File: src/rtl/mlfq_pkg.sv
`timescale 1ns / 1ps
// ----------------------------------------------------------------------------
// mlfq_pkg
// shared codes, widths, defaults and control/status bundles of the
// multilevel feedback queue thread scheduler
// ----------------------------------------------------------------------------
package mlfq_pkg;

  // fixed field widths
  localparam int unsigned CMD_W       = 3;
  localparam int unsigned THREAD_ID_W = 8;
  localparam int unsigned RUN_ID_W    = 8;
  localparam int unsigned RUN_LVL_W   = 2;
  localparam int unsigned STATUS_W    = 2;

  // parameter defaults
  localparam int unsigned NUM_LEVELS_DEF  = 4;
  localparam int unsigned QUEUE_DEPTH_DEF = 16;
  localparam int unsigned ID_BITS_DEF     = 8;

  // policy register
  localparam logic POLICY_RR   = 1'b0;
  localparam logic POLICY_MLFQ = 1'b1;

  // command codes
  localparam logic [CMD_W-1:0] CMD_ADD    = 3'd0;
  localparam logic [CMD_W-1:0] CMD_EXPIRE = 3'd1;
  localparam logic [CMD_W-1:0] CMD_YIELD  = 3'd2;
  localparam logic [CMD_W-1:0] CMD_STOP   = 3'd3;
  localparam logic [CMD_W-1:0] CMD_WAKE   = 3'd4;

  // result status codes
  localparam logic [STATUS_W-1:0] ST_OK    = 2'd0;
  localparam logic [STATUS_W-1:0] ST_FULL  = 2'd1;
  localparam logic [STATUS_W-1:0] ST_NOCUR = 2'd2;

  typedef enum logic [1:0] {
    CLS_NONE,
    CLS_PUSH,
    CLS_SCHED
  } cmd_class_e;

  // controller -> datapath
  typedef struct packed {
    logic capture;     // input transfer, latch cmd and id
    logic push_new;    // append latched id to level 0
    logic start_pop;   // read head of scheduled level
    logic flag_empty;  // scheduled level empty
    logic pop;         // remove head of scheduled level
    logic push_moved;  // append popped id to its target level
    logic pick;        // select current level
    logic rd_head;     // read head of current level
    logic load_out;    // load the result register
  } ctrl_cmd_t;

  // datapath -> controller
  typedef struct packed {
    cmd_class_e cls;
    logic       is_stop;
    logic       sched_empty;
    logic       out_free;
  } dp_status_t;

endpackage

File: src/rtl/mlfq_ctrl.sv
`timescale 1ns / 1ps
// ----------------------------------------------------------------------------
// mlfq_ctrl
// sequencer that steps one command through queue memory accesses
// ----------------------------------------------------------------------------
module mlfq_ctrl import mlfq_pkg::*; (
  input  logic       clk_i,
  input  logic       rst_ni,
  input  logic       in_valid_i,
  output logic       in_ready_o,
  input  dp_status_t dp_status_i,
  output ctrl_cmd_t  dp_cmd_o
);

  localparam logic [2:0] S_IDLE  = 3'd0;
  localparam logic [2:0] S_EXEC  = 3'd1;
  localparam logic [2:0] S_POP   = 3'd2;
  localparam logic [2:0] S_PUSH  = 3'd3;
  localparam logic [2:0] S_PICK  = 3'd4;
  localparam logic [2:0] S_RDREQ = 3'd5;
  localparam logic [2:0] S_OUT   = 3'd6;

  logic [2:0] state_q, state_d;

  always_comb begin
    state_d    = state_q;
    dp_cmd_o   = '0;
    in_ready_o = 1'b0;
    unique case (state_q)
      S_IDLE: begin
        in_ready_o = 1'b1;
        if (in_valid_i) begin
          dp_cmd_o.capture = 1'b1;
          state_d          = S_EXEC;
        end
      end
      S_EXEC: begin
        case (dp_status_i.cls)
          CLS_PUSH: begin
            dp_cmd_o.push_new = 1'b1;
            state_d           = S_RDREQ;
          end
          CLS_SCHED: begin
            if (dp_status_i.sched_empty) begin
              dp_cmd_o.flag_empty = 1'b1;
              state_d             = S_PICK;
            end else begin
              dp_cmd_o.start_pop = 1'b1;
              state_d            = S_POP;
            end
          end
          default: state_d = S_RDREQ;
        endcase
      end
      S_POP: begin
        dp_cmd_o.pop = 1'b1;
        state_d      = dp_status_i.is_stop ? S_PICK : S_PUSH;
      end
      S_PUSH: begin
        dp_cmd_o.push_moved = 1'b1;
        state_d             = S_PICK;
      end
      S_PICK: begin
        dp_cmd_o.pick = 1'b1;
        state_d       = S_RDREQ;
      end
      S_RDREQ: begin
        dp_cmd_o.rd_head = 1'b1;
        state_d          = S_OUT;
      end
      S_OUT: begin
        if (dp_status_i.out_free) begin
          dp_cmd_o.load_out = 1'b1;
          state_d           = S_IDLE;
        end
      end
      default: state_d = S_IDLE;
    endcase
  end

  always_ff @(posedge clk_i or negedge rst_ni) begin
    if (!rst_ni) begin
      state_q <= S_IDLE;
    end else begin
      state_q <= state_d;
    end
  end

endmodule

File: src/rtl/mlfq_dpath.sv
`timescale 1ns / 1ps
// ----------------------------------------------------------------------------
// mlfq_dpath
// level queue memory, head and count registers, level pick and result register
// ----------------------------------------------------------------------------
module mlfq_dpath import mlfq_pkg::*; #(
  parameter int unsigned NUM_LEVELS  = NUM_LEVELS_DEF,
  parameter int unsigned QUEUE_DEPTH = QUEUE_DEPTH_DEF,
  parameter int unsigned ID_BITS     = ID_BITS_DEF
) (
  input  logic                   clk_i,
  input  logic                   rst_ni,
  input  logic                   cfg_we_i,
  input  logic                   cfg_wdata_i,
  input  logic [CMD_W-1:0]       cmd_i,
  input  logic [THREAD_ID_W-1:0] thread_id_i,
  output logic                   out_valid_o,
  input  logic                   out_ready_i,
  output logic [RUN_ID_W-1:0]    run_id_o,
  output logic [RUN_LVL_W-1:0]   run_level_o,
  output logic                   idle_o,
  output logic [STATUS_W-1:0]    status_o,
  input  ctrl_cmd_t              dp_cmd_i,
  output dp_status_t             dp_status_o
);

  localparam int unsigned LVL_W     = $clog2(NUM_LEVELS);
  localparam int unsigned PTR_W     = $clog2(QUEUE_DEPTH);
  localparam int unsigned CNT_W     = $clog2(QUEUE_DEPTH + 1);
  localparam int unsigned MEM_DEPTH = NUM_LEVELS * QUEUE_DEPTH;
  localparam int unsigned ADDR_W    = $clog2(MEM_DEPTH);

  function automatic logic [PTR_W-1:0] tail_pos(input logic [PTR_W-1:0] head,
                                                input logic [CNT_W-1:0] cnt);
    logic [CNT_W:0] sum;
    sum = (CNT_W+1)'(head) + (CNT_W+1)'(cnt);
    if (sum >= (CNT_W+1)'(QUEUE_DEPTH)) begin
      sum = sum - (CNT_W+1)'(QUEUE_DEPTH);
    end
    return sum[PTR_W-1:0];
  endfunction

  function automatic logic [PTR_W-1:0] wrap_inc(input logic [PTR_W-1:0] head);
    logic [PTR_W:0] nxt;
    nxt = (PTR_W+1)'(head) + (PTR_W+1)'(1);
    return (nxt == (PTR_W+1)'(QUEUE_DEPTH)) ? '0 : nxt[PTR_W-1:0];
  endfunction

  function automatic logic [ADDR_W-1:0] slot_addr(input logic [LVL_W-1:0] lvl,
                                                  input logic [PTR_W-1:0] pos);
    return ADDR_W'(lvl) * ADDR_W'(QUEUE_DEPTH) + ADDR_W'(pos);
  endfunction

  // queue storage
  logic [ID_BITS-1:0] mem [MEM_DEPTH];
  logic [ID_BITS-1:0] rd_q;
  logic               mem_we, mem_re;
  logic [ADDR_W-1:0]  mem_waddr, mem_raddr;
  logic [ID_BITS-1:0] mem_wdata;

  logic [CMD_W-1:0]   cmd_q;
  logic [ID_BITS-1:0] tid_q;
  logic               policy_q;
  logic [PTR_W-1:0]   head_q  [NUM_LEVELS];
  logic [PTR_W-1:0]   head_d  [NUM_LEVELS];
  logic [CNT_W-1:0]   count_q [NUM_LEVELS];
  logic [CNT_W-1:0]   count_d [NUM_LEVELS];
  logic [LVL_W-1:0]   cur_q, cur_d;
  logic [STATUS_W-1:0] st_q, st_d;

  logic                 out_valid_q;
  logic [RUN_ID_W-1:0]  run_id_q;
  logic [RUN_LVL_W-1:0] run_level_q;
  logic                 idle_q;
  logic [STATUS_W-1:0]  status_q;

  logic [LVL_W-1:0] sched_lvl, dest_lvl, push_lvl, hi_lvl;
  logic [LVL_W:0]   lvl_inc;
  logic [ID_BITS-1:0] push_data;
  logic             any_busy;
  cmd_class_e       cls;

  always_comb begin
    unique case (cmd_q) inside
      CMD_ADD, CMD_WAKE:              cls = CLS_PUSH;
      CMD_EXPIRE, CMD_YIELD, CMD_STOP: cls = CLS_SCHED;
      default:                        cls = CLS_NONE;
    endcase
  end

  assign sched_lvl = (policy_q == POLICY_MLFQ) ? cur_q : '0;
  assign lvl_inc   = (LVL_W+1)'(sched_lvl) + (LVL_W+1)'(1);

  // demote on expiry in mlfq mode unless already on the last level
  always_comb begin
    dest_lvl = sched_lvl;
    if (cmd_q == CMD_EXPIRE && policy_q == POLICY_MLFQ &&
        lvl_inc < (LVL_W+1)'(NUM_LEVELS)) begin
      dest_lvl = lvl_inc[LVL_W-1:0];
    end
  end

  // lowest-numbered non-empty level, level 0 when all empty
  always_comb begin
    hi_lvl   = '0;
    any_busy = 1'b0;
    for (int l = NUM_LEVELS - 1; l >= 0; l--) begin
      if (count_q[l] != '0) begin
        hi_lvl   = LVL_W'(l);
        any_busy = 1'b1;
      end
    end
  end

  assign push_lvl  = dp_cmd_i.push_new ? '0 : dest_lvl;
  assign push_data = dp_cmd_i.push_new ? tid_q : rd_q;

  always_comb begin
    head_d    = head_q;
    count_d   = count_q;
    cur_d     = cur_q;
    st_d      = st_q;
    mem_we    = 1'b0;
    mem_waddr = '0;
    mem_wdata = push_data;
    mem_re    = 1'b0;
    mem_raddr = '0;

    if (dp_cmd_i.capture) begin
      st_d = ST_OK;
    end
    if (dp_cmd_i.push_new || dp_cmd_i.push_moved) begin
      if (count_q[push_lvl] >= CNT_W'(QUEUE_DEPTH)) begin
        st_d = ST_FULL;
      end else begin
        mem_we            = 1'b1;
        mem_waddr         = slot_addr(push_lvl,
                                      tail_pos(head_q[push_lvl], count_q[push_lvl]));
        count_d[push_lvl] = count_q[push_lvl] + CNT_W'(1);
      end
    end
    if (dp_cmd_i.start_pop) begin
      mem_re    = 1'b1;
      mem_raddr = slot_addr(sched_lvl, head_q[sched_lvl]);
    end
    if (dp_cmd_i.flag_empty) begin
      st_d = ST_NOCUR;
    end
    if (dp_cmd_i.pop) begin
      head_d[sched_lvl]  = wrap_inc(head_q[sched_lvl]);
      count_d[sched_lvl] = count_q[sched_lvl] - CNT_W'(1);
    end
    if (dp_cmd_i.pick) begin
      cur_d = (policy_q == POLICY_MLFQ) ? hi_lvl : '0;
    end
    if (dp_cmd_i.rd_head) begin
      mem_re    = 1'b1;
      mem_raddr = slot_addr(cur_q, head_q[cur_q]);
    end
  end

  always_ff @(posedge clk_i) begin
    if (mem_we) begin
      mem[mem_waddr] <= mem_wdata;
    end
    if (mem_re) begin
      rd_q <= mem[mem_raddr];
    end
  end

  always_ff @(posedge clk_i or negedge rst_ni) begin
    if (!rst_ni) begin
      for (int l = 0; l < NUM_LEVELS; l++) begin
        head_q[l]  <= '0;
        count_q[l] <= '0;
      end
      cur_q       <= '0;
      policy_q    <= POLICY_MLFQ;
      st_q        <= ST_OK;
      out_valid_q <= 1'b0;
    end else begin
      head_q  <= head_d;
      count_q <= count_d;
      cur_q   <= cur_d;
      st_q    <= st_d;
      if (cfg_we_i) begin
        policy_q <= cfg_wdata_i;
      end
      if (dp_cmd_i.load_out) begin
        out_valid_q <= 1'b1;
      end else if (out_ready_i) begin
        out_valid_q <= 1'b0;
      end
    end
  end

  always_ff @(posedge clk_i) begin
    if (dp_cmd_i.capture) begin
      cmd_q <= cmd_i;
      tid_q <= ID_BITS'(thread_id_i);
    end
    if (dp_cmd_i.load_out) begin
      if (count_q[cur_q] != '0) begin
        run_id_q    <= RUN_ID_W'(rd_q);
        run_level_q <= RUN_LVL_W'(cur_q);
      end else begin
        run_id_q    <= '0;
        run_level_q <= '0;
      end
      idle_q   <= ~any_busy;
      status_q <= st_q;
    end
  end

  assign dp_status_o.cls         = cls;
  assign dp_status_o.is_stop     = (cmd_q == CMD_STOP);
  assign dp_status_o.sched_empty = (count_q[sched_lvl] == '0);
  assign dp_status_o.out_free    = ~out_valid_q | out_ready_i;

  assign out_valid_o = out_valid_q;
  assign run_id_o    = run_id_q;
  assign run_level_o = run_level_q;
  assign idle_o      = idle_q;
  assign status_o    = status_q;

endmodule

File: src/rtl/mlfq_thread_scheduler_top.sv
`timescale 1ns / 1ps
// ----------------------------------------------------------------------------
// mlfq_thread_scheduler_top
// multilevel feedback queue thread scheduler, one result per command
// ----------------------------------------------------------------------------
// Each command transfer on the input channel yields exactly one result
// transfer on the output channel. The block works on one command at a time.
// After the accept and execute states, add, wake and unknown codes go
// straight to the head read; an expiry, yield or stop on an empty level
// first does a level pick, stop a pop read and a level pick, and expiry
// and yield a pop read, a push write and a level pick. These steps come
// from the sequencer stepping through the single-write, single-read queue
// memory (a pop read, a push write, a level pick, then a registered read
// of the new head). A held result register lets the next command be taken
// while the previous result still waits; a new input is accepted once the
// sequencer is back in its idle state, and a result that is still held
// when the next one is ready stalls the sequencer for as long as the
// output is not taken. The policy register resets to multilevel feedback
// and should only be written between commands. There is no clearing pass:
// an unwritten entry is only ever read as the head of an empty level, and
// that read data is dropped.
// ----------------------------------------------------------------------------
module mlfq_thread_scheduler_top import mlfq_pkg::*; #(
  parameter int unsigned NUM_LEVELS  = NUM_LEVELS_DEF,
  parameter int unsigned QUEUE_DEPTH = QUEUE_DEPTH_DEF,
  parameter int unsigned ID_BITS     = ID_BITS_DEF
) (
  input  logic                   clk_i,
  input  logic                   rst_ni,
  // policy register write
  input  logic                   cfg_we_i,
  input  logic                   cfg_wdata_i,
  // command channel
  input  logic                   in_valid_i,
  output logic                   in_ready_o,
  input  logic [CMD_W-1:0]       cmd_i,
  input  logic [THREAD_ID_W-1:0] thread_id_i,
  // result channel
  output logic                   out_valid_o,
  input  logic                   out_ready_i,
  output logic [RUN_ID_W-1:0]    run_id_o,
  output logic [RUN_LVL_W-1:0]   run_level_o,
  output logic                   idle_o,
  output logic [STATUS_W-1:0]    status_o
);

  ctrl_cmd_t  dp_cmd;     // sequencer commands
  dp_status_t dp_status;  // command class, stop flag, empty flag, result slot free

  // sequencer: one state per step of a command
  mlfq_ctrl u_ctrl (
    .clk_i       (clk_i),
    .rst_ni      (rst_ni),
    .in_valid_i  (in_valid_i),
    .in_ready_o  (in_ready_o),
    .dp_status_i (dp_status),
    .dp_cmd_o    (dp_cmd)
  );

  // queues, level state and the result register
  mlfq_dpath #(
    .NUM_LEVELS  (NUM_LEVELS),
    .QUEUE_DEPTH (QUEUE_DEPTH),
    .ID_BITS     (ID_BITS)
  ) u_dpath (
    .clk_i       (clk_i),
    .rst_ni      (rst_ni),
    .cfg_we_i    (cfg_we_i),
    .cfg_wdata_i (cfg_wdata_i),
    .cmd_i       (cmd_i),
    .thread_id_i (thread_id_i),
    .out_valid_o (out_valid_o),
    .out_ready_i (out_ready_i),
    .run_id_o    (run_id_o),
    .run_level_o (run_level_o),
    .idle_o      (idle_o),
    .status_o    (status_o),
    .dp_cmd_i    (dp_cmd),
    .dp_status_o (dp_status)
  );

endmodule
File: config.mk
export PLATFORM = sky130hd
export DESIGN_NAME = mlfq_thread_scheduler_top
export DESIGN_NICKNAME = d
export VERILOG_FILES = /design/src/rtl/mlfq_pkg.sv /design/src/rtl/mlfq_ctrl.sv /design/src/rtl/mlfq_dpath.sv /design/src/rtl/mlfq_thread_scheduler_top.sv
export SDC_FILE = /design/constraint.sdc
export NUM_CORES = 1
export LEC_CHECK = 0
export ABC_AREA = 0
export BUFFER_PORTS_ARGS = -buffer_cell sky130_fd_sc_hd__buf_2
export CAP_MARGIN = 20
export CORE_MARGIN = 4
export CORE_UTILIZATION = 38
export DETAILED_ROUTE_END_ITERATION = 8
export GPL_TIMING_DRIVEN = 0
export RECOVER_POWER = 100
export SYNTH_ARGS = -nofsm -noshare
export SYNTH_HDL_FRONTEND = slang
export SYNTH_SLANG_ARGS = --single-unit
File: constraint.sdc
create_clock -name clk_i -period 6.79 [get_ports clk_i]
set_clock_uncertainty 0.1 [all_clocks]
set_input_delay 1.0185 -clock clk_i [delete_from_list [all_inputs] [get_ports clk_i]]
set_output_delay 1.0185 -clock clk_i [all_outputs]
set_load 0.005 [all_outputs]
## Yosys cells after proc, flatten, opt, wreduce, memory -nomap -nowiden

Memory sizes are Yosys's and may differ from the RTL's. A register that Yosys moved wholly into a read port is not among the register bits.
Index checks and enable logic that the tools add are counted.

| word-level totals | value |
|---|---|
| flip-flop bits (word level) | 69 |
| memory bits (writable) | 512 |
| bits of input ports | 17 |
| output and inout bits | 15 |
| word-level logic and storage cells | 159 |
| memories | 1 |

| cells by class | value |
|---|---|
| add/subtract/negate cells | 9 |
| order comparisons | 8 |
| equal/unequal tests | 15 |
| muxes and demuxes | 84 |
| bitwise logic cells | 6 |
| reductions and logical operators | 17 |

Memories:

| name | depth | width | read ports | clocked after Yosys merged registers in | wr ports | RTL line | source |
|---|---|---|---|---|---|---|---|
| u_dpath.mem | 64 | 8 | 1 | 1 | 1 | mlfq_dpath.sv:55 | `logic [ID_BITS-1:0] mem [MEM_DEPTH];` |

Operator list:

| operator | count |
|---|---|
| $mux 20 | 3 |
| $mux 4 | 11 |
| $bwmux 20 | 2 |
| $mux 5 | 8 |
| $bmux 5 s2 | 3 |
| $mux 2 | 13 |
| $reduce_bool 5->1 | 5 |
| $bmux 4 s2 | 3 |
| $mux 1 | 24 |
| $mux 6 | 4 |
| $pmux 3 s7 | 1 |
| $demux 5 s2 | 2 |
| $add 6x4->6 | 3 |
| $mux 3 | 6 |
| $bwmux 16 | 1 |
| $eq 3x2->1 const B | 4 |
| $eq 3x3->1 const B | 4 |
| $ge 3x3->1 const B | 3 |
| $not 2->3 | 3 |
| $demux 4 s2 | 1 |
| $mux 8 | 1 |
| $add 4x5->6 | 1 |
| $eq 3x1->1 const B | 2 |
| $ge 6x5->1 const B | 1 |
| other kinds (23) | 30 |

## Logic depth before layout (Yosys ltp)

Gate-level depths: netlist of the first run.

| depth | value |
|---|---|
| word-level depth | 22 |
| mapped depth | 22 |
| depth with buffers taken out | 16 |

## By module

Synthesis of the first run repeated with hierarchy kept, for this count alone.

| unflattened totals | value |
|---|---|
| cells, all modules | 1769 |
| area, all modules | 25050.3 um^2 |

By module, submodules not included:

| module | instances | cells an instance | area an instance (um^2) |
|---|---|---|---|
| mlfq_dpath | 1 | 1733 | 24773.8 |
| mlfq_ctrl | 1 | 36 | 276.5 |

## Worst setup path before layout of the first run

No wires, ideal clock.

| path | value |
|---|---|
| path type | register to register |
| from | reg u_dpath.cur_q[0] |
| to | mem u_dpath.mem[1][0] (netlist name), enable pin |
| setup time | 385 ps |
| arrival time | 5200 ps |
| data required time | 6305 ps |
| slack | 1105 ps |
| cell stages (with the launch flop) | 20 |
| buffers on the path | 4 |
| clock period less this slack | 5685 ps |
| path through | dfrtp_1 buf_4 buf_2 buf_1 nand2_1 inv_1 ha_1 nor4b_4 xor2_2 nand2_2 mux2_4 a222oi_1 inv_1 ha_1 maj3_1 a21oi_1 xnor2_1 buf_4 nand3_4 nor3b_1 |

| on the way | value |
|---|---|
| word-level cells in the longest chain between the ends | 18 |
| elaborated cells on any way between the ends | 27 |
| those cells by class | 4 x add/sub; 3 x order compare; 18 x mux; 1 x bitwise; 1 x reduce/logical |

RTL lines:

| item | RTL line | source |
|---|---|---|
| from (decl) | mlfq_dpath.sv:68 | `logic [LVL_W-1:0] cur_q, cur_d;` |
| from (signal assigned) | mlfq_dpath.sv:184 | `cur_q <= cur_d;` |
| $mux 2 * | mlfq_dpath.sv:91 | `assign sched_lvl = (policy_q == POLICY_MLFQ) ? cur_q : '0;` |
| $add 2x1->3 | mlfq_dpath.sv:92 | `assign lvl_inc = (LVL_W+1)'(sched_lvl) + (LVL_W+1)'(1);` |
| $lt 3x3->1 | mlfq_dpath.sv:98 | `lvl_inc < (LVL_W+1)'(NUM_LEVELS)) begin` |
| $logic_and 1x1->1 | mlfq_dpath.sv:97 | `if (cmd_q == CMD_EXPIRE && policy_q == POLICY_MLFQ &&` |
| $mux 2 * | mlfq_dpath.sv:97 |  |
| $mux 2 * | mlfq_dpath.sv:115 | `assign push_lvl = dp_cmd_i.push_new ? '0 : dest_lvl;` |
| $not 2->3 (implied by the code) | mlfq_dpath.sv:133, mlfq_dpath.sv:138 |  |
| $bmux 4 s2 / $bmux 5 s2 (equally long branches) | mlfq_dpath.sv:138, mlfq_dpath.sv:133 |  |
| $mux 4 (implied by the code) / $mux 5 (equally long branches) (2 in a row) | mlfq_dpath.sv:138, mlfq_dpath.sv:133 |  |
| $add 4x5->6 | mlfq_dpath.sv:36 | `sum = (CNT_W+1)'(head) + (CNT_W+1)'(cnt);` |
| $ge 6x5->1 / $sub 4x1->4 (equally long branches) | mlfq_dpath.sv:37, mlfq_dpath.sv:38 |  |
| $mux 4 | mlfq_dpath.sv:37 | `if (sum >= (CNT_W+1)'(QUEUE_DEPTH)) begin` |
| $mux 4 | mlfq_dpath.sv:133 | `if (count_q[push_lvl] >= CNT_W'(QUEUE_DEPTH)) begin` |
| $mux 4 | mlfq_dpath.sv:132 | `if (dp_cmd_i.push_new \|\| dp_cmd_i.push_moved) begin` |
| $add 6x4->6 | mlfq_dpath.sv:51 | `return ADDR_W'(lvl) * ADDR_W'(QUEUE_DEPTH) + ADDR_W'(pos);` |
| $mux 6 | mlfq_dpath.sv:133 |  |
| $mux 6 | mlfq_dpath.sv:132 |  |
| to (decl) | mlfq_dpath.sv:55 |  |

Mark *: on every way between the ends. The rest lies on a longest branch, timed or not. The select of a mux whose other input is x is not followed.

## Final worst setup path of the first run

| path | value |
|---|---|
| from | reg u_dpath.cur_q[0] |
| to | mem u_dpath.mem[40][4] (netlist name), enable pin |

The elaborated chain is that of the path after synthesis.

==> flow_metrics.py, run 1 <==
metrics = {
    "logic_synthesis": {
        "synth.avg_cell_area_um2": 13.03,
        "synth_fa_ha_area_share_pct": 0.5470,
        "ys_ff_latch": 589,
        "synth_xor_area_share_pct": 0.4913,
        "async_flop_share_pct": 7.640,
        "synth_top_family_by_area": "compound AO/OA/AOI/OAI gates",
        "yosysSeqAreaShare_pct": 70.69,
        "muxShareOfSynthArea_pct": 2.563,
        "synth_area_mm2": 0.02470,
        "synth_edf_count": 544,
        "synth-main-ff-cell": "edfxtp_1",
        "synth_compound_area_share_pct": 12.04,
        "yosysWarnings": 0,
        "synth_cells": 1896,
        "synth_simple_gate_area_share_pct": 11.57,
        "synth.distinct_cells": 72,
        "syn_nets": 1923,
    },
    "cts": {
        "clock-root-buffer": "clkbuf_16",
        "cts_buffers": 60,
        "clk_latency_ns": 0.63,
        "cts_tree": "yes",
        "cts_max_path_buffers": 3,
        "clock-sinks": 589,
        "cts_max_level": 2,
        "clk_pin_slew_worst_paths_ns": 0.06,
    },
    "sta": {
        "tns_ns": 0,
        "maxSlewHeadroom_pct": -5.617,
        "rsz0062_at_grt": "true",
        "worst_pin_slew_ns": 1.584,
        "hold-worst-slack_ns": 0.3498,
        "min_period_ns": 6.648,
        "fin_crit_sh_pct": 97.90,
        "hold_viol": 0,
        "setup_violations": 0,
        "maxSlewViolCount": 27,
        "fmax_mhz": 150.4,
    },
    "power_and_ir_drop": {
        "pwr_density_cell_mw_per_mm2": 408.3,
        "power_uw": 11640,
        "p_leak_uw": 0.009344,
        "ir_drop_mv": 0.1889,
    },
    "finish": {
        "final_common_cell": "edfxtp_1",
        "nets": 2045,
        "post-route-util_pct": 44.31,
        "area_growth_pct": 15.41,
        "design_area_mm2": 0.02851,
        "drive_gt1_share_pct": 14.61,
        "layout_common_cells": "edfxtp_1, nand2_1, a21oi_1",
    },
    "global_route": {
        "grt_pass1_wl_mm": 119.7,
        "grtUsageTotal_pct": 23.39,
        "grt_max_degree": 47,
        "grt_overflow": 0,
        "antenna_found_initial": 1,
        "grt_pass1_vias": 16927,
    },
    "placed_design": {
        "placed_area_mm2": 0.02621,
        "portBuffers": 31,
        "globalplace.congestion": 0.9409,
        "dp_hpwl_mm": 55.93,
    },
    "critical_path": {
        "cp.required_ns": 7.08,
        "r2r_slack_ns": 0.14,
        "reg2reg_depth": 17,
        "endpoint": "u_dpath.mem[40][4]",
        "worstSetupPathType": "flop to flop",
        "r2r-start": "u_dpath.cur_q[0]",
        "startpoint": "u_dpath.cur_q[0]",
        "critPathMaxFanout": 19,
        "end_kind": "flop",
        "r2r-end": "u_dpath.mem[40][4]",
        "startpoint_type": "flop",
        "cp.arrival_ns": 6.93,
    },
    "floorplanning": {
        "die_w_um": 263.0,
        "coreArea_mm2": 0.06435,
        "fp-row-count": 93,
        "die-area_mm2": 0.06915,
        "initial_core_util_pct": 38.39,
        "ios": 32,
        "die_y_um": 263.0,
    },
    "hold_path": {
        "whs_path_depth": 0,
        "hp-class": "flop to flop",
    },
    "detailed_routing": {
        "routedWlPerCell_um": 28.50,
        "drc_errors": 0,
        "dr.pass1.iters": 5,
        "vias": 17632,
        "vias_per_cell": 6.032,
        "wirelength_mm": 83.30,
        "drtAntennaViolNets": 0,
        "drt_iter0_drc": 2725,
    },
    "status": {
        "violations": "capacitance limit, slew limit",
        "status": "finished, violations left",
    },
    "flow_run": {
        "maxCapViolCount": 2,
    },
}
-- area by class of cell --
class,instances,area (µm²)
Tap cell,855,1070
Multi-Input combinational cell,1185,7027
Buffer,114,515.5
Clock inverter,36,339.1
Timing Repair Buffer,61,479.2
Sequential cell,589,17460
Inverter,7,26.28
Antenna cell,1,2.502
Fill cell,5721,35840
Clock buffer,75,1588
-- metal layers --
layer  share of wire (%)  up-vias  routed length, µm  track usage (%)
met5                   0        -                  0                0
met4                 5.3        0               4455            10.74
met3                  12      246              10330            5.785
met2                  43     1181              35940            34.88
met1                  39     8772              32570            32.48
li1                    -     7433                  -                -
-- repair_timing --
action / in CTS / in global routing
setup buffers: 3 / 3
resized for setup: 47 / 42
hold buffers: 0 / 0
endpoints found under the setup margin: 481 / 443
pin swaps: 1 / 1
-- synth_stat cells, types with 32 or more instances --
cell type  number  area share (%)
o21ai_0        35            0.71
clkbuf_1       52            0.79
a32o_1         75             3.0
nor2_1         95             1.4
o22ai_1        43             1.1
mux2i_1        37             1.5
buf_2          41            0.83
nor3_1         32            0.65
dfrtp_1        44             4.5
nand2_1       410             6.2
a21oi_1       177             3.6
nand3_1        43            0.87
edfxtp_1      544              66
-- flip-flops by register name, indices dropped and copies added (netlist names), 3 cells and up --
register and flops:
u_ctrl.state_q 3, u_dpath.rd_q 8, u_dpath.head_q 16, u_dpath.cmd_q 3, u_dpath.count_q 20, u_dpath.tid_q 8
u_dpath.run_id_o 8, u_dpath.mem 512
-- logic make-up (layout without fill, tap and decap cells) --
kind of cell | count (synthesis) | after routing
buf+inv | 122 | 293
fa+ha+maj | 11 | 11
simple gates | 663 | 663
other cells | 0 | 1
compound gates | 438 | 438
mux | 60 | 60
flops | 589 | 589
xor+xnor | 13 | 13
-- metrics by stage --
stage          instances  setup WS [ns]
2_1_floorplan       1896          1.105
5_1_grt             2922       -0.06414
6_report            2923         0.1423
3_5_place_dp        2803        -0.6325
4_1_cts             2917       0.006386
3_3_place_gp        2782        -0.8386
-- power by group --
group	internal, µW	total [µW]	leakage, µW	switching, µW
clock	1880	3280	0.000945	1400
combinational	941	3660	0.00290	2720
sequential	4620	4710	0.00550	89.1
total	7440	11600	0.00934	4210
-- critical path, stage by stage (launching register included) --
cell	delay (ns)
dfrtp_1	0.45
buf_4	0.22
buf_2	0.27
nand2_1	0.31
inv_1	0.18
ha_1	0.26
nor4b_4	0.50
mux2i_1	0.39
nand2_1	0.26
a222oi_1	0.52
inv_1	0.19
ha_1	0.24
ha_1	0.31
clkbuf_2	0.20
nor2_1	0.09
a21oi_1	1.16
nor3_1	0.43
buf_4	0.31
-- how the worst min path moves through the flow --
stage,to,from
detailed placement,u_dpath.status_o[0],u_dpath.st_q[0]
floorplan,u_dpath.status_o[1],u_dpath.st_q[1]
global route,u_dpath.status_o[0],u_dpath.st_q[0]
CTS,u_dpath.status_o[0],u_dpath.st_q[0]
global placement,u_dpath.status_o[0],u_dpath.st_q[0]
finish,u_dpath.status_o[0],u_dpath.st_q[0]
Power figures use the tool's default switching activity.
==> run 2: changes to the inputs <==
SYNTH_HIERARCHICAL = 1   (was default)
==> flow_metrics.py, run 2 <==
metrics = {
    "status": {
        "status": "finished, violations left",
        "violations": "capacitance limit, slew limit",
    },
    "sta": {
        "maxSlewViolCount": 448,
        "setup_violations": 0,
        "worst_pin_slew_ns": 2.695,
        "hold_viol": 0,
        "fin_crit_sh_pct": 98.78,
        "maxSlewHeadroom_pct": -79.65,
        "min_period_ns": 6.707,
        "tns_ns": 0,
        "fmax_mhz": 149.1,
        "setup_slack_ns": 0.08312,
    },
    "cts": {
        "cts_max_level": 2,
        "clock-root-buffer": "clkbuf_16",
        "cts_buffers": 59,
        "cts_tree": "yes",
        "clk_pin_slew_worst_paths_ns": 0.06,
        "clk_latency_ns": 0.62,
        "clock-sinks": 589,
        "cts_max_path_buffers": 3,
    },
    "logic_synthesis": {
        "synth_edf_count": 544,
        "yosys.area.top_type": "edfxtp_1",
        "synth_top_area_share_pct": 65.21,
        "muxShareOfSynthArea_pct": 7.637,
        "synth_fa_ha_area_share_pct": 0.4995,
        "synthTopCellsByArea": "edfxtp_1, dfrtp_1, nand2_1",
        "ys_ff_latch": 589,
        "synth.distinct_cells": 81,
        "synth_compound_area_share_pct": 8.072,
        "synth_top_family_by_area": "simple AND/OR/NAND/NOR gates",
        "synth.avg_cell_area_um2": 14.16,
        "yosys-top-cells-count": "edfxtp_1, nand2_1, a21oi_1, nor2_1, mux2i_1",
        "synth_most_common_cell": "edfxtp_1",
        "synth_simple_gate_area_share_pct": 11.49,
        "yosysWarnings": 6,
        "synth_area_mm2": 0.02505,
        "synth_xor_area_share_pct": 0.5444,
        "synth-main-ff-cell": "edfxtp_1",
        "synth_cells": 1769,
        "syn_nets": 1796,
        "async_flop_share_pct": 7.640,
        "yosysSeqAreaShare_pct": 69.71,
    },
    "detailed_routing": {
        "drtAntennaViolNets": 0,
        "routedWlPerCell_um": 27.92,
        "wirelength_mm": 77.72,
        "vias": 16420,
        "dr.pass1.iters": 7,
        "drt_iter0_drc": 1992,
        "drc_errors": 0,
        "vias_per_cell": 5.898,
    },
    "finish": {
        "largest_register_ffs": 512,
        "top_regs": "u_dpath/mem x512, u_dpath/count_q x20, u_dpath/head_q x16",
        "post-route-util_pct": 43.64,
        "nets": 1907,
        "fillers": 5864,
        "drive_gt1_share_pct": 12.09,
        "finalNonFillerCells": 2784,
        "layout_common_cells": "edfxtp_1, nand2_1, a21oi_1",
        "final_common_cell": "edfxtp_1",
        "top_register": "u_dpath/mem",
        "area_growth_pct": 12.92,
        "design_area_mm2": 0.02829,
    },
    "power_and_ir_drop": {
        "p_sw_uw": 3461,
        "pwr_density_cell_mw_per_mm2": 366.8,
        "p_clk_share_pct": 30.1,
        "switching_share_pct": 33.36,
        "ir_drop_mv": 0.2214,
        "p_leak_uw": 0.009684,
        "comb_power_share_pct": 26.1,
        "intPower_uw": 6914,
        "pwr-share-seq_pct": 43.9,
    },
    "placed_design": {
        "dp_hpwl_mm": 54.18,
        "post-place-cells": 2665,
        "placed_area_mm2": 0.02642,
        "portBuffers": 31,
        "globalplace.congestion": 0.9996,
        "dp_slack_ns": -1.006,
    },
    "floorplanning": {
        "initial_core_util_pct": 38.65,
        "die_w_um": 264.8,
        "die_y_um": 264.8,
        "ios": 32,
        "coreArea_mm2": 0.06481,
        "fp-row-count": 93,
        "die-area_mm2": 0.07009,
    },
    "global_route": {
        "grt_max_degree": 65,
        "grtUsageTotal_pct": 21.59,
        "grt_pass1_wl_mm": 111.5,
        "antenna_found_initial": 3,
        "grt_overflow": 0,
        "grt_pass1_vias": 15581,
    },
    "critical_path": {
        "cp.arrival_ns": 6.85,
        "critPathMaxFanout": 10,
        "r2r-start": "u_dpath/cur_q[0]",
        "startpoint_type": "flop",
        "cp.required_ns": 6.94,
        "end_kind": "flop",
        "r2r_slack_ns": 0.08,
        "reg2reg_depth": 19,
        "r2r-end": "u_dpath/mem[38][1]",
        "worstSetupPathType": "flop to flop",
    },
    "hold_path": {
        "hp-class": "input pin to async pin",
    },
    "flow_run": {
        "maxCapViolCount": 9,
    },
}
run 2: changes by cell type after synthesis, sizes merged, moves of 16 or more:
cell   delta
nor3     -16
a32o     -74
and3     +40
and4     +19
nand4    +18
nand2   -140
mux2i    +39
a21oi    -59
nor2     -18
buf      -20
mux4     +36
a32oi    -18
run 2: worst max-delay path, stage by stage (launching register included):
cell and delay (ns):
dfrtp_1 0.37, buf_4 0.17, buf_4 0.17, buf_2 0.20, nand2_2 0.20, inv_1 0.17, ha_1 0.26, nor4b_4 0.66
xnor2_1 0.33, nor2_1 0.49, mux2i_1 0.23, mux2_1 0.24, inv_1 0.07, ha_1 0.34, inv_1 0.10, nor4_1 0.42
nand3b_1 0.23, a21oi_1 0.64, clkbuf_2 0.36, and3_1 0.54
run 2: power by group through the flow:
stage,registers [µW],logic (µW),clock network (µW)
3_5_place_dp,4590,2710,0
5_1_grt,4560,2870,3330
2_1_floorplan,4560,1570,0
6_report,4550,2710,3120
4_1_cts,4520,2730,3180
3_3_place_gp,4600,2610,0
run 2: cell families after synthesis:
| group | Yosys count |
|---|---|
| buf+inv | 115 |
| fa+ha+maj | 10 |
| mux | 142 |
| xor+xnor | 13 |
| flops | 589 |
| compound gates | 311 |
| simple gates | 589 |
run 2: area by class of cell:
class,count,area (µm²),area share [%]
sequential,589,17460,61.74
multi-input combinational,1065,7138,25.24
clock buffer,75,1558,5.507
tap,855,1070,3.782
buffer,92,452.9,1.601
clock inverter,34,281.5,0.9953
timing repair buffer,51,237.7,0.8404
inverter,22,82.58,0.2919
antenna,1,2.502,0.008847
run 2: what timing repair did:
action | CTS | global route
resized for setup | 28 | 36
endpoints found under the setup margin | 8 | 26
pin swaps | 2 | 2
setup buffers | 0 | 2
hold buffers | 0 | 0
run 2: layer usage:
metal	up-vias	track usage (%)	wire [µm]
met5	-	0	12
met2	800	32.73	34950
li1	7068	-	-
met3	140	5.253	7598
met1	8410	31.24	33080
met4	2	6.054	2083
run 2: per-stage QoR:
step	total power (µW)	hold WS [ns]
final	10380	0.2388
after global routing	10760	0.2789
after CTS	10430	0.3599
after global placement	7207	0.3344
after floorplan	6125	0.3253
after detailed placement	7304	0.3554
run 2: worst max path at each step:
stage	slack, ns	end	startpoint	depth (start not counted)
floorplan	1.55	u_dpath/mem[2][0]	u_dpath/cur_q[0]	17
global placement	-1.04	u_dpath/rd_q[3]	u_dpath/policy_q	18
detailed placement	-1.01	u_dpath/rd_q[1]	u_dpath/policy_q	18
CTS	0.008	u_dpath/rd_q[2]	u_dpath/policy_q	23
global route	-0.03	u_dpath/mem[45][3]	u_dpath/cur_q[0]	19
finish	0.08	u_dpath/mem[38][1]	u_dpath/cur_q[0]	19
